==> src/rtl/i2cms_pkg.sv <==
`timescale 1ns / 1ps
// ----------------------------------------------------------------------------
// i2cms_pkg
// Shared types, codes and sizes of the I2C master transaction sequencer.
// ----------------------------------------------------------------------------
package i2cms_pkg;

    // default transmit store depth
    localparam int BUF_DEPTH_DEF = 16;

    // width of the byte position counter (counts reach at most 31)
    localparam int IDX_W = 5;

    // request kinds
    localparam logic [1:0] OP_LOAD  = 2'd0;
    localparam logic [1:0] OP_WRITE = 2'd1;
    localparam logic [1:0] OP_READ  = 2'd2;
    localparam logic [1:0] OP_EVENT = 2'd3;

    // only the top five status bits carry the code
    localparam logic [7:0] STATUS_MASK = 8'hF8;

    // bus engine status codes
    localparam logic [7:0] ST_START      = 8'h08;
    localparam logic [7:0] ST_RSTART     = 8'h10;
    localparam logic [7:0] ST_SLAW_ACK   = 8'h18;
    localparam logic [7:0] ST_SLAW_NACK  = 8'h20;
    localparam logic [7:0] ST_DATW_ACK   = 8'h28;
    localparam logic [7:0] ST_DATW_NACK  = 8'h30;
    localparam logic [7:0] ST_ARB_LOST   = 8'h38;
    localparam logic [7:0] ST_SLAR_ACK   = 8'h40;
    localparam logic [7:0] ST_SLAR_NACK  = 8'h48;
    localparam logic [7:0] ST_DATR_ACK   = 8'h50;
    localparam logic [7:0] ST_DATR_NACK  = 8'h58;

    // completion codes
    localparam logic [1:0] DONE_NONE  = 2'd0;
    localparam logic [1:0] DONE_WRITE = 2'd1;
    localparam logic [1:0] DONE_READ  = 2'd2;

    // error codes
    localparam logic [2:0] ERR_NONE      = 3'd0;
    localparam logic [2:0] ERR_ADDR_NACK = 3'd1;
    localparam logic [2:0] ERR_DATA_NACK = 3'd2;
    localparam logic [2:0] ERR_ARB_LOST  = 3'd3;
    localparam logic [2:0] ERR_BUSY      = 3'd4;

    // one input request
    typedef struct packed {
        logic [1:0] op;
        logic [6:0] dev_addr;
        logic [4:0] count;
        logic [3:0] slot;
        logic [7:0] data;
        logic [7:0] status;
    } item_t;

    // one result
    typedef struct packed {
        logic       send_start;
        logic       send_stop;
        logic       byte_valid;
        logic [7:0] tx_byte;
        logic       ack_enable;
        logic       rx_valid;
        logic [7:0] rx_byte;
        logic [3:0] rx_index;
        logic [1:0] done_res;
        logic [2:0] error;
    } result_t;

    // store write port
    typedef struct packed {
        logic       wr_en;
        logic [3:0] wr_slot;
        logic [7:0] wr_data;
    } store_wr_t;

endpackage

==> src/rtl/i2cms_tx_store.sv <==
`timescale 1ns / 1ps
// ----------------------------------------------------------------------------
// i2cms_tx_store
// Transmit byte store: one write port, registered read that follows the byte
// position held after each clock edge.
// ----------------------------------------------------------------------------
module i2cms_tx_store #(
    parameter int BUF_DEPTH = i2cms_pkg::BUF_DEPTH_DEF
) (
    input  logic                         aclk,
    input  i2cms_pkg::store_wr_t         wr,
    input  logic [i2cms_pkg::IDX_W-1:0]  rd_idx,
    output logic [7:0]                   rd_data
);

    localparam int AW = (BUF_DEPTH > 1) ? $clog2(BUF_DEPTH) : 1;
    localparam int IW = i2cms_pkg::IDX_W;

    logic [7:0]                          mem_reg [BUF_DEPTH];
    logic [7:0]                          rd_data_reg;
    logic [AW+3:0]                       wr_wide;
    logic [AW-1:0]                       wr_addr;
    logic [AW+i2cms_pkg::IDX_W-1:0]      rd_wide;
    logic [AW-1:0]                       rd_addr;
    logic                                wr_ok;
    logic                                rd_ok;
    logic                                wr_hit;

    // map slot and position onto the address width
    assign wr_wide = {{AW{1'b0}}, wr.wr_slot};
    assign wr_addr = wr_wide[AW-1:0];
    assign rd_wide = {{AW{1'b0}}, rd_idx};
    assign rd_addr = rd_wide[AW-1:0];

    // only existing entries are written or read
    assign wr_ok  = wr.wr_en && (32'(wr.wr_slot) < BUF_DEPTH);
    assign rd_ok  = 32'(rd_idx) < BUF_DEPTH;
    assign wr_hit = wr_ok && (IW'(wr.wr_slot) == rd_idx);

    // byte writes
    always_ff @(posedge aclk) begin
        if (wr_ok) begin
            mem_reg[wr_addr] <= wr.wr_data;
        end
    end

    // registered read, a byte written in the same cycle passes straight through,
    // positions past the end read as zero
    always_ff @(posedge aclk) begin
        if (!rd_ok) begin
            rd_data_reg <= 8'h00;
        end else if (wr_hit) begin
            rd_data_reg <= wr.wr_data;
        end else begin
            rd_data_reg <= mem_reg[rd_addr];
        end
    end

    assign rd_data = rd_data_reg;

endmodule

==> src/rtl/i2cms_seq_core.sv <==
`timescale 1ns / 1ps
// ----------------------------------------------------------------------------
// i2cms_seq_core
// Transaction state and the single-pass decision logic for one request.
// ----------------------------------------------------------------------------
module i2cms_seq_core #(
    parameter int BUF_DEPTH = i2cms_pkg::BUF_DEPTH_DEF
) (
    input  logic                aclk,
    input  logic                aresetn,
    input  logic                fire,
    input  i2cms_pkg::item_t    item,
    output i2cms_pkg::result_t  res
);

    localparam int IW = i2cms_pkg::IDX_W;
    // largest count a request may take
    localparam logic [IW-1:0] DEPTH_CAP = (BUF_DEPTH > 31) ? 5'd31 : IW'(BUF_DEPTH);

    logic [IW-1:0] byte_index_reg, byte_index_next;
    logic [7:0]    target_byte_reg, target_byte_next;
    logic [IW-1:0] write_total_reg, write_total_next;
    logic [IW-1:0] read_total_reg, read_total_next;
    logic          read_mode_reg, read_mode_next;
    logic          busy_reg, busy_next;
    logic          ack_on_reg, ack_on_next;

    i2cms_pkg::store_wr_t store_wr;
    logic [7:0]           store_byte;
    logic [IW-1:0]        rd_idx;
    logic [7:0]           st;
    logic [IW-1:0]        cnt_sat;
    logic [IW-1:0]        bi_inc;
    logic [IW:0]          bi_inc2;

    i2cms_tx_store #(
        .BUF_DEPTH (BUF_DEPTH)
    ) u_tx_store (
        .aclk    (aclk),
        .wr      (store_wr),
        .rd_idx  (rd_idx),
        .rd_data (store_byte)
    );

    // store read follows the byte position that holds after this edge
    assign rd_idx = !aresetn ? '0 : (fire ? byte_index_next : byte_index_reg);

    // store writes: loads and the register byte of a read
    always_comb begin
        store_wr.wr_en   = fire && ((item.op == i2cms_pkg::OP_LOAD) ||
                                    (item.op == i2cms_pkg::OP_READ));
        store_wr.wr_slot = (item.op == i2cms_pkg::OP_READ) ? 4'd0 : item.slot;
        store_wr.wr_data = item.data;
    end

    assign st      = item.status & i2cms_pkg::STATUS_MASK;
    assign cnt_sat = (item.count > DEPTH_CAP) ? DEPTH_CAP : item.count;
    assign bi_inc  = byte_index_reg + 1'b1;
    assign bi_inc2 = {1'b0, bi_inc} + 1'b1;

    // next state and result
    always_comb begin
        byte_index_next  = byte_index_reg;
        target_byte_next = target_byte_reg;
        write_total_next = write_total_reg;
        read_total_next  = read_total_reg;
        read_mode_next   = read_mode_reg;
        busy_next        = busy_reg;
        ack_on_next      = ack_on_reg;
        res              = '0;

        unique case (item.op)
            i2cms_pkg::OP_LOAD: begin
            end
            i2cms_pkg::OP_WRITE: begin
                if (busy_reg) begin
                    res.error = i2cms_pkg::ERR_BUSY;
                end else begin
                    busy_next        = 1'b1;
                    read_mode_next   = 1'b0;
                    target_byte_next = {item.dev_addr, 1'b0};
                    write_total_next = cnt_sat;
                    byte_index_next  = '0;
                    ack_on_next      = 1'b1;
                    res.send_start   = 1'b1;
                end
            end
            i2cms_pkg::OP_READ: begin
                busy_next        = 1'b1;
                read_mode_next   = 1'b1;
                target_byte_next = {item.dev_addr, 1'b0};
                write_total_next = IW'(1);
                read_total_next  = (cnt_sat == '0) ? IW'(1) : cnt_sat;
                byte_index_next  = '0;
                ack_on_next      = 1'b1;
                res.send_start   = 1'b1;
            end
            i2cms_pkg::OP_EVENT: begin
                if (busy_reg) begin
                    unique case (st)
                        i2cms_pkg::ST_START, i2cms_pkg::ST_RSTART: begin
                            res.byte_valid  = 1'b1;
                            res.tx_byte     = target_byte_reg;
                            byte_index_next = '0;
                        end
                        i2cms_pkg::ST_ARB_LOST: begin
                            res.error       = i2cms_pkg::ERR_ARB_LOST;
                            busy_next       = 1'b0;
                            byte_index_next = '0;
                            ack_on_next     = 1'b1;
                        end
                        i2cms_pkg::ST_SLAW_ACK, i2cms_pkg::ST_DATW_ACK: begin
                            if (byte_index_reg >= write_total_reg) begin
                                if (read_mode_reg) begin
                                    target_byte_next = target_byte_reg | 8'h01;
                                    res.send_start   = 1'b1;
                                end else begin
                                    res.send_stop   = 1'b1;
                                    res.done_res    = i2cms_pkg::DONE_WRITE;
                                    busy_next       = 1'b0;
                                    byte_index_next = '0;
                                    ack_on_next     = 1'b1;
                                end
                            end else begin
                                res.byte_valid  = 1'b1;
                                res.tx_byte     = store_byte;
                                byte_index_next = bi_inc;
                            end
                        end
                        i2cms_pkg::ST_SLAW_NACK, i2cms_pkg::ST_SLAR_NACK: begin
                            res.error = i2cms_pkg::ERR_ADDR_NACK;
                        end
                        i2cms_pkg::ST_DATW_NACK: begin
                            res.error       = i2cms_pkg::ERR_DATA_NACK;
                            busy_next       = 1'b0;
                            byte_index_next = '0;
                            ack_on_next     = 1'b1;
                        end
                        i2cms_pkg::ST_SLAR_ACK: begin
                            if (read_total_reg == IW'(1)) begin
                                ack_on_next = 1'b0;
                            end
                        end
                        i2cms_pkg::ST_DATR_ACK, i2cms_pkg::ST_DATR_NACK: begin
                            if (read_mode_reg && (byte_index_reg < read_total_reg)) begin
                                res.rx_valid    = 1'b1;
                                res.rx_byte     = item.data;
                                res.rx_index    = byte_index_reg[3:0];
                                byte_index_next = bi_inc;
                                if (bi_inc2 == {1'b0, read_total_reg}) begin
                                    ack_on_next = 1'b0;
                                end
                                // last byte closes the read
                                if (bi_inc == read_total_reg) begin
                                    res.send_stop   = 1'b1;
                                    res.done_res    = i2cms_pkg::DONE_READ;
                                    busy_next       = 1'b0;
                                    byte_index_next = '0;
                                    ack_on_next     = 1'b1;
                                end
                            end
                        end
                        default: begin
                        end
                    endcase
                end
            end
            default: begin
            end
        endcase

        res.ack_enable = ack_on_next;
    end

    // state registers
    always_ff @(posedge aclk) begin
        if (!aresetn) begin
            byte_index_reg  <= '0;
            target_byte_reg <= '0;
            write_total_reg <= '0;
            read_total_reg  <= '0;
            read_mode_reg   <= 1'b0;
            busy_reg        <= 1'b0;
            ack_on_reg      <= 1'b1;
        end else if (fire) begin
            byte_index_reg  <= byte_index_next;
            target_byte_reg <= target_byte_next;
            write_total_reg <= write_total_next;
            read_total_reg  <= read_total_next;
            read_mode_reg   <= read_mode_next;
            busy_reg        <= busy_next;
            ack_on_reg      <= ack_on_next;
        end
    end

endmodule

==> src/rtl/i2c_master_transaction_sequencer.sv <==
`timescale 1ns / 1ps
// ----------------------------------------------------------------------------
// i2c_master_transaction_sequencer
// Drives I2C master writes and register reads over a byte-level bus engine.
// ----------------------------------------------------------------------------
//
//  channel | direction | carries
//  --------+-----------+------------------------------------------------------
//  s_      | in        | request: load byte, start write/read, bus status
//  m_      | out       | one result per request: bus commands, rx byte, flags
//
//  A request is registered on entry, decided in one pass, and its result
//  is registered on exit: m_tvalid rises as it enters the result register.
//  One request per cycle is sustained while m_tready stays high.
//  Stalls on m_ hold the result register; the input register then fills and
//  s_tready drops. aresetn is synchronous and clears both valid flags and
//  the transaction state; the transmit store is not cleared.
//
module i2c_master_transaction_sequencer #(
    parameter int BUF_DEPTH = i2cms_pkg::BUF_DEPTH_DEF
) (
    input  logic        aclk,
    input  logic        aresetn,
    // request channel
    input  logic        s_tvalid,
    output logic        s_tready,
    input  logic [31:0] s_tdata,  // dev_addr[6:0], count[11:7], slot[15:12],
                                  // data[23:16], status[31:24]
    input  logic [1:0]  s_tuser,  // op[1:0]
    // result channel
    output logic        m_tvalid,
    input  logic        m_tready,
    output logic [31:0] m_tdata   // send_start[0], send_stop[1], byte_valid[2],
                                  // tx_byte[10:3], ack_enable[11], rx_valid[12],
                                  // rx_byte[20:13], rx_index[24:21],
                                  // done_res[26:25], error[29:27], zero[31:30]
);

    logic                in_valid_reg;
    i2cms_pkg::item_t    in_item_reg;
    logic                out_valid_reg;
    i2cms_pkg::result_t  out_res_reg;
    i2cms_pkg::result_t  res;
    logic                fire;

    // request moves on when the result slot is free or being drained
    assign fire     = in_valid_reg && (!out_valid_reg || m_tready);
    assign s_tready = !in_valid_reg || fire;

    // input register
    always_ff @(posedge aclk) begin
        if (!aresetn) begin
            in_valid_reg <= 1'b0;
        end else if (s_tready) begin
            in_valid_reg <= s_tvalid;
        end
    end

    always_ff @(posedge aclk) begin
        if (s_tready && s_tvalid) begin
            in_item_reg.op       <= s_tuser;
            in_item_reg.dev_addr <= s_tdata[6:0];
            in_item_reg.count    <= s_tdata[11:7];
            in_item_reg.slot     <= s_tdata[15:12];
            in_item_reg.data     <= s_tdata[23:16];
            in_item_reg.status   <= s_tdata[31:24];
        end
    end

    i2cms_seq_core #(
        .BUF_DEPTH (BUF_DEPTH)
    ) u_core (
        .aclk    (aclk),
        .aresetn (aresetn),
        .fire    (fire),
        .item    (in_item_reg),
        .res     (res)
    );

    // result register
    always_ff @(posedge aclk) begin
        if (!aresetn) begin
            out_valid_reg <= 1'b0;
        end else if (fire) begin
            out_valid_reg <= 1'b1;
        end else if (m_tready) begin
            out_valid_reg <= 1'b0;
        end
    end

    always_ff @(posedge aclk) begin
        if (fire) begin
            out_res_reg <= res;
        end
    end

    // result packing
    assign m_tvalid = out_valid_reg;
    assign m_tdata  = {2'b00,
                       out_res_reg.error,
                       out_res_reg.done_res,
                       out_res_reg.rx_index,
                       out_res_reg.rx_byte,
                       out_res_reg.rx_valid,
                       out_res_reg.ack_enable,
                       out_res_reg.tx_byte,
                       out_res_reg.byte_valid,
                       out_res_reg.send_stop,
                       out_res_reg.send_start};

endmodule

==> config.mk <==
export PLATFORM = sky130hd
export DESIGN_NAME = i2c_master_transaction_sequencer
export DESIGN_NICKNAME = d
export VERILOG_FILES = /design/src/rtl/i2cms_pkg.sv /design/src/rtl/i2cms_tx_store.sv /design/src/rtl/i2cms_seq_core.sv /design/src/rtl/i2c_master_transaction_sequencer.sv
export SDC_FILE = /design/constraint.sdc
export NUM_CORES = 1
export LEC_CHECK = 0
export BUFFER_PORTS_ARGS = -buffer_cell sky130_fd_sc_hd__buf_2
export CORE_ASPECT_RATIO = 0.5
export CORE_MARGIN = 2
export CORE_UTILIZATION = 25
export CTS_BUF_LIST = sky130_fd_sc_hd__clkbuf_8
export CTS_CLUSTER_SIZE = 20
export DETAILED_ROUTE_END_ITERATION = 16
export GPL_TIMING_DRIVEN = 0
export SETUP_SLACK_MARGIN = 0.5
export SYNTH_ARGS = -nofsm -noshare
export SYNTH_HDL_FRONTEND = slang
export SYNTH_SLANG_ARGS = --single-unit
export TNS_END_PERCENT = 20
==> constraint.sdc <==
create_clock -name aclk -period 4 [get_ports aclk]
set_input_delay 0.4 -clock aclk [delete_from_list [all_inputs] [get_ports aclk]]
set_output_delay 0.4 -clock aclk [all_outputs]
set_load 0.1 [all_outputs]
# --- Yosys cells after proc, flatten, opt, wreduce, memory -nomap -nowiden ---
# Memory sizes are Yosys's and may differ from the RTL's. A register that Yosys moved wholly into a read port is not among the register bits.
# Index checks and enable logic that the tools add are counted.
totals:
  regBits: 92
  latchBits: 0
  ram_bits: 128
  mem_bits_ro: 0
  input_bits: 38
  wordCells: 151
  memories: 1
classes:
  addsub: 2
  n_mul: 0
  div_mod_pow: 0
  magnitude_cmp: 4
  eq_ne: 22
  shifts: 0
  muxes: 64
  bitwise: 1
  n_reduce_logical: 31
mem_list:
  columns: ["memory", "words", "width", "rd", "rd_clocked_by_memory_dff", "write_ports", "line", "source"]
  rows:
  - ["u_core.u_tx_store.mem_reg", 16, 8, 1, 1, 1, "i2cms_tx_store.sv:19", "logic [7:0] mem_reg [BUF_DEPTH];"]
op_table:
  columns: ["cell", "n"]
  rows:
  - ["2-to-1 mux 5 bit", 11]
  - ["2-to-1 mux 8 bit", 4]
  - ["case mux 5 bit (3 select lines)", 2]
  - ["2-to-1 mux 1 bit", 25]
  - ["case mux 8 bit (3 select lines)", 1]
  - ["equality test 5 x 3 -> 1 bit (second input constant)", 4]
  - ["equality test 5 x 4 -> 1 bit (second input constant)", 4]
  - ["case mux 9 bit (2 select lines)", 1]
  - ["2-to-1 mux 15 bit", 1]
  - ["OR reduction 2 bit", 6]
  - ["2-to-1 mux 11 bit", 1]
  - ["equality test 5 x 1 -> 1 bit (second input constant)", 2]
  - ["equality test 5 x 2 -> 1 bit (second input constant)", 2]
  - ["case mux 5 bit (2 select lines)", 1]
  - ["2-to-1 mux 9 bit", 1]
  - ["case mux 1 bit (3 select lines)", 3]
  - ["AND reduction 4 bit", 2]
  - ["AND reduction 7 bit", 1]
  - ["adder 5 x 1 -> 6 bit (second input constant)", 1]
  - ["equality test 6 x 5 -> 1 bit", 1]
  - ["2-to-1 mux 2 bit", 3]
  - ["2-to-1 mux 3 bit", 2]
  - ["!= test 2 x 1 -> 1 bit (second input constant)", 3]
  - ["case mux 1 bit (2 select lines)", 3]
  - ["other kinds (25)", 39]

# --- Depth between registers and ports, before layout ---
logic_depth:
  depth_word: 11
  mapped_depth: 16

# --- By module ---
# A second synthesis with hierarchy kept.
hier_totals:
  cells_unflattened: 637
  area_unflattened_um2: 9785.6
by_module_without_submodules:
  columns: ["module", "n_inst", "cells_per_inst", "area_each_um2", "seq_area_each_um2"]
  rows:
  - ["i2cms_tx_store", 1, 248, 5301.3, 4003.8]
  - ["i2cms_seq_core", 1, 313, 2439.8, 520.5]
  - ["i2c_master_transaction_sequencer", 1, 76, 2044.5, 1961.9]

# --- Worst setup path before layout ---
# Ideal clock, no wire load.
synth_timing:
  path_kind: "flip-flop to flip-flop"
  start: "register out_valid_reg, in the netlist m_tvalid"
  end: "memory u_core.u_tx_store.mem_reg[5][0], enable pin"
  setup_time_ns: 0.383
  arrival_ns: 2.921
  t_required_ns: 3.617
  setup_slack_ns: 0.695
  stages_incl_launch_ff: 8
  n_path_buf: 0
  period_less_slack_ns: 3.305
  path_cell_list: "dfxtp_1 nand2b_1 nand2_1 inv_1 o21ai_0 nor2_1 nand2_1 nor3_1"
synth_between:
  elab_chain_len: 6
synth_lines:
  columns: ["item", "line", "source"]
  rows:
  - ["start: declaration", "i2c_master_transaction_sequencer.sv:41", "logic out_valid_reg;"]
  - ["start signal: assignment", "i2c_master_transaction_sequencer.sv:83", "out_valid_reg <= 1'b0;"]
  - ["start signal: assignment", "i2c_master_transaction_sequencer.sv:85", "out_valid_reg <= 1'b1;"]
  - ["start signal: assignment", "i2c_master_transaction_sequencer.sv:87", "out_valid_reg <= 1'b0;"]
  - ["logical NOT 1 bit", "i2c_master_transaction_sequencer.sv:47", "assign fire = in_valid_reg && (!out_valid_reg || m_tready);"]
  - ["logical OR 1 bit", "i2c_master_transaction_sequencer.sv:47", null]
  - ["logical AND 1 bit", "i2c_master_transaction_sequencer.sv:47", null]
  - ["named net fire", "i2c_master_transaction_sequencer.sv:44", "logic fire;"]
  - ["logical AND 1 bit", "i2cms_seq_core.sv:50", "store_wr.wr_en = fire && ((item.op == i2cms_pkg::OP_LOAD) ||"]
  - ["2-to-1 mux 1 bit", "i2cms_tx_store.sv:42", "if (wr_ok) begin"]
  - ["2-to-1 mux 1 bit (not written as such)", "i2cms_tx_store.sv:43", "mem_reg[wr_addr] <= wr.wr_data;"]
  - ["end: declaration", "i2cms_tx_store.sv:19", null]
# The timed path passes the listed nets, and every way through them passes these cells.

# --- Worst setup path in the final report ---
layout_timing:
  start: "register u_core.read_total_reg[1]"
  end: "register u_core.u_tx_store.rd_data_reg[5], in the netlist u_core.u_tx_store.rd_data[5] (read register of u_core.u_tx_store.mem_reg)"
layout_between:
  elab_chain_len: 10
  elab_cells_between_ends: 12
  classes_between: "order compare (2); eq/ne (1); mux (7); reduce/logical (2)"
layout_lines:
  columns: ["item", "line", "source"]
  rows:
  - ["start: declaration", "i2cms_seq_core.sv:23", "logic [IW-1:0] read_total_reg, read_total_next;"]
  - ["start signal: assignment", "i2cms_seq_core.sv:189", "read_total_reg <= read_total_next;"]
  - ["< comparator 5 bit or equality test 5 bit (tied branches)", "i2cms_seq_core.sv:145, i2cms_seq_core.sv:154", null]
  - ["logical AND 1 bit or 2-to-1 mux 5 bit (tied branches)", "i2cms_seq_core.sv:145, i2cms_seq_core.sv:154", null]
  - ["2-to-1 mux 5 bit *", "i2cms_seq_core.sv:145", "if (read_mode_reg && (byte_index_reg < read_total_reg)) begin"]
  - ["case mux 5 bit (3 select lines) *", "i2cms_seq_core.sv:100", "unique case (st)"]
  - ["2-to-1 mux 5 bit *", "i2cms_seq_core.sv:99", "if (busy_reg) begin"]
  - ["case mux 5 bit (3 select lines) *", "i2cms_seq_core.sv:72", "unique case (item.op)"]
  - ["2-to-1 mux 5 bit *", "i2cms_seq_core.sv:46", "assign rd_idx = !aresetn ? '0 : (fire ? byte_index_next : byte_index_reg);"]
  - ["2-to-1 mux 5 bit *", null, null]
  - ["named net u_core.rd_idx[1]", "i2cms_seq_core.sv:30", "logic [IW-1:0] rd_idx;"]
  - ["< comparator 5 bit", "i2cms_tx_store.sv:37", "assign rd_ok = 32'(rd_idx) < BUF_DEPTH;"]
  - ["logical NOT 1 bit (no line)", null, null]
  - ["end: declaration", "i2cms_tx_store.sv:20", "logic [7:0] rd_data_reg;"]
# The timed path passes the listed nets; every way through them passes the cells marked *.
# A chain may end at the register's enable or synchronous reset.

==> flow_metrics.env <==
export IMPL_outcome="finished clean"
export IMPL_core_area_um2=39100
export IMPL_dp_hpwl_um=17900
export IMPL_synth_cell_types=73
export IMPL_worst_slew_margin_rel_pct=17.9
export IMPL_wl_um=25600
export IMPL_ys_ff_latch=225
export IMPL_drive_gt1_share_pct=27.3
export IMPL_largest_register_ffs=128
export IMPL_rsz0062_at_grt="yes"
export IMPL_grt_pass1_vias=6825
export IMPL_endpoint_kind="flop"
export IMPL_cts_root_buf="clkbuf_8"
export IMPL_dr_total_vias=6671
export IMPL_route_detailed_drc=0
export IMPL_ios=72
export IMPL_die_h_um=145
export IMPL_grt_usage_pct=12.1
export IMPL_via_per_inst=4.62
export IMPL_seq_area_frac_synth_pct=64.3
export IMPL_worst_slew_pin_transition_ps=1220
export IMPL_num_rows=51
export IMPL_io_buffer_count=65
export IMPL_cp_max_fo=10
export IMPL_wl_per_cell_um=17.7
export IMPL_report_final_setup_viol=0
export IMPL_grt_pass1_wl_um=39100
export IMPL_dr_pass1_iters=5
export IMPL_place_gp_congestion=0.884
export IMPL_die_w_um=286
export IMPL_hold_viol_final=0
export IMPL_min_period_ps=3460
export IMPL_ant_nets=0
export IMPL_synth_top_area_share_pct=57.1
export IMPL_area_delta_synth_final_pct=21.6
export IMPL_synthXorXnorAreaFrac_pct=1.65
export IMPL_synth_edf_count=189
export IMPL_clockBufferDepth=3
export IMPL_hp_class="input port to flop"
export IMPL_fin_crit_sh_pct=86.5
export IMPL_fin_worst_skew_ps=14.1
export IMPL_cts_buffers=39
export IMPL_synth_area_leader_cell="edfxtp_1"
export IMPL_synth_avg_cell_area_um2=12.9
export IMPL_clock_latency_ps=540
export IMPL_synth_area_mux_share_pct=3.75
export IMPL_ys_warn_count=0
export IMPL_start_kind="flop"
export IMPL_powerDensity_nw_per_um2=409
export IMPL_synthAdderAreaFrac_pct=2.14
export IMPL_crit_required_ps=4400
export IMPL_leakage_nw=4.12
export IMPL_fmax_mhz=289
export IMPL_fin_nets=944
export IMPL_cts_tree="built"
export IMPL_clkSlewWorstSetupHoldPaths_ps=60
export IMPL_yosys_area_share_simple_pct=14.0
export IMPL_slew_violations=0
export IMPL_cts_htree_levels=2
export IMPL_synth_compound_area_share_pct=11.2
export IMPL_crit_type="flop to flop"
export IMPL_dieArea_um2=41500
export IMPL_antenna_found_initial=0
export IMPL_start_util_pct=25.5
export IMPL_ir_worst_vdd_uv=170
export IMPL_tns_ps=0
export IMPL_ys_top_cells_by_area="edfxtp_1, dfxtp_1, nor2_1, a21oi_1, nand2_1"
export IMPL_n_antenna_cell=0
export IMPL_synthArstFlopShare_pct=0
export IMPL_cp_data_arrival_time_ps=3860
export IMPL_power_w=0.00495
export IMPL_synthFlopType="edfxtp_1"
export IMPL_maxCapViolations=0
export IMPL_grt_overflow=0
export IMPL_clock_sinks=225
export IMPL_syn_area_um2=9950
export IMPL_ctsHoldBuffers=0
export IMPL_grt_start_max_net_pins=36
export IMPL_synth_top_family_by_area="simple AND/OR/NAND/NOR gates"
export IMPL_syn_inst=771
export IMPL_drtIter0Drc=518
cell usage after synthesis, types with 9 or more instances:
master / number
xnor2_1: 12
nor2_1: 67
buf_4: 10
ha_1: 17
nand2_1: 59
nor3_1: 33
mux2i_1: 17
a22oi_1: 9
mux2_2: 13
dfxtp_1: 36
nor4b_1: 12
nand2b_1: 15
nand3_1: 13
and2_1: 15
o21ai_0: 11
inv_1: 16
clkbuf_1: 11
a21oi_1: 49
o2bb2ai_1: 9
buf_2: 16
a211oi_1: 18
edfxtp_1: 189
what timing repair did:
action | in CTS | in global routing
setup buffers | 4 | 4
gates resized for setup | 23 | 41
setup endpoints to repair | 40 | 17
pin swaps | 6 | 8
endpoints found under the hold margin | 0 | 0
worst max-delay path: stages (launching register included):
cell	delay, ps
dfxtp_1	410
inv_1	110
ha_1	300
nand2b_1	70
a21oi_2	180
o22a_1	150
buf_2	210
mux2i_2	310
o221ai_4	180
nand3_4	160
inv_2	60
buf_4	180
buf_4	180
o211ai_1	270
nor4b_2	380
o2bb2ai_1	170
kinds of logic after synthesis:
logic type | count (synthesis)
compound gates | 156
xor+xnor | 17
fa+ha+maj | 17
buf+inv | 60
flops | 225
mux | 35
other cells | 1
simple gates | 260
area by class of cell:
class	count	area (um^2)
clock inverter	24	156
tap	530	663
timing repair buffer	76	412
sequential	225	6410
fill	3937	27000
clock buffer	43	592
buffer	40	231
inverter	20	78.8
multi-input combinational	487	3560
final timing paths:
path	from	to	slack, ps	cells past startpoint
setup reg to reg	u_core.read_total_reg[1]	u_core.u_tx_store.rd_data[5]	540	15
setup / recovery	u_core.read_total_reg[1]	u_core.u_tx_store.rd_data[5]	540	15
hold reg to reg	u_core.write_total_reg[2]	u_core.write_total_reg[2]	460	2
hold / removal	s_tdata[3]	in_item_reg[28]	30	1
power by group:
part | leakage (nW) | switching (W) | internal, W
clock network | 0.422 | 0.000921 | 0.00112
logic | 1.65 | 0.000206 | 0.0000712
registers | 2.05 | 0.0000498 | 0.00259
total | 4.12 | 0.00118 | 0.00378
cell usage in the layout (no fill, tap or decap), types with 10 or more instances in the layout:
master,netlist,routed
xnor2_1,12,12
clkbuf_8,0,43
o21ai_0,11,10
buf_4,10,20
nor4b_2,5,11
nor2_1,67,65
inv_1,16,23
mux2_2,13,13
nand2b_1,15,15
a21oi_1,49,46
mux2i_1,17,16
nand2_1,59,57
nand3_1,13,13
ha_1,17,17
and2_1,15,14
clkbuf_1,11,10
nor3_1,33,29
buf_2,16,79
dfxtp_1,36,29
edfxtp_1,189,189
a211oi_1,18,10
layer usage:
metal | track usage, % | up-vias | routed length, um
li1 | - | 3146 | -
met1 | 15.0 | 3285 | 10900
met3 | 2.04 | 55 | 1180
met5 | 0 | - | 0
met2 | 20.9 | 185 | 12800
met4 | 4.82 | 0 | 725
stage by stage:
stage	cell area, um^2	worst slack [ps]	instances	hold WS (ps)	util [%]
2_1_floorplan	9950	695	772	432	-
3_3_place_gp	10900	-227	1367	452	28.0
3_5_place_dp	11000	-208	1370	449	28.2
4_1_cts	11900	411	1441	5.65	30.4
5_1_grt	12100	410	1445	10.5	31.0
6_report	12100	539	1445	32.9	31.0
(Power assumes the default switching activity.)
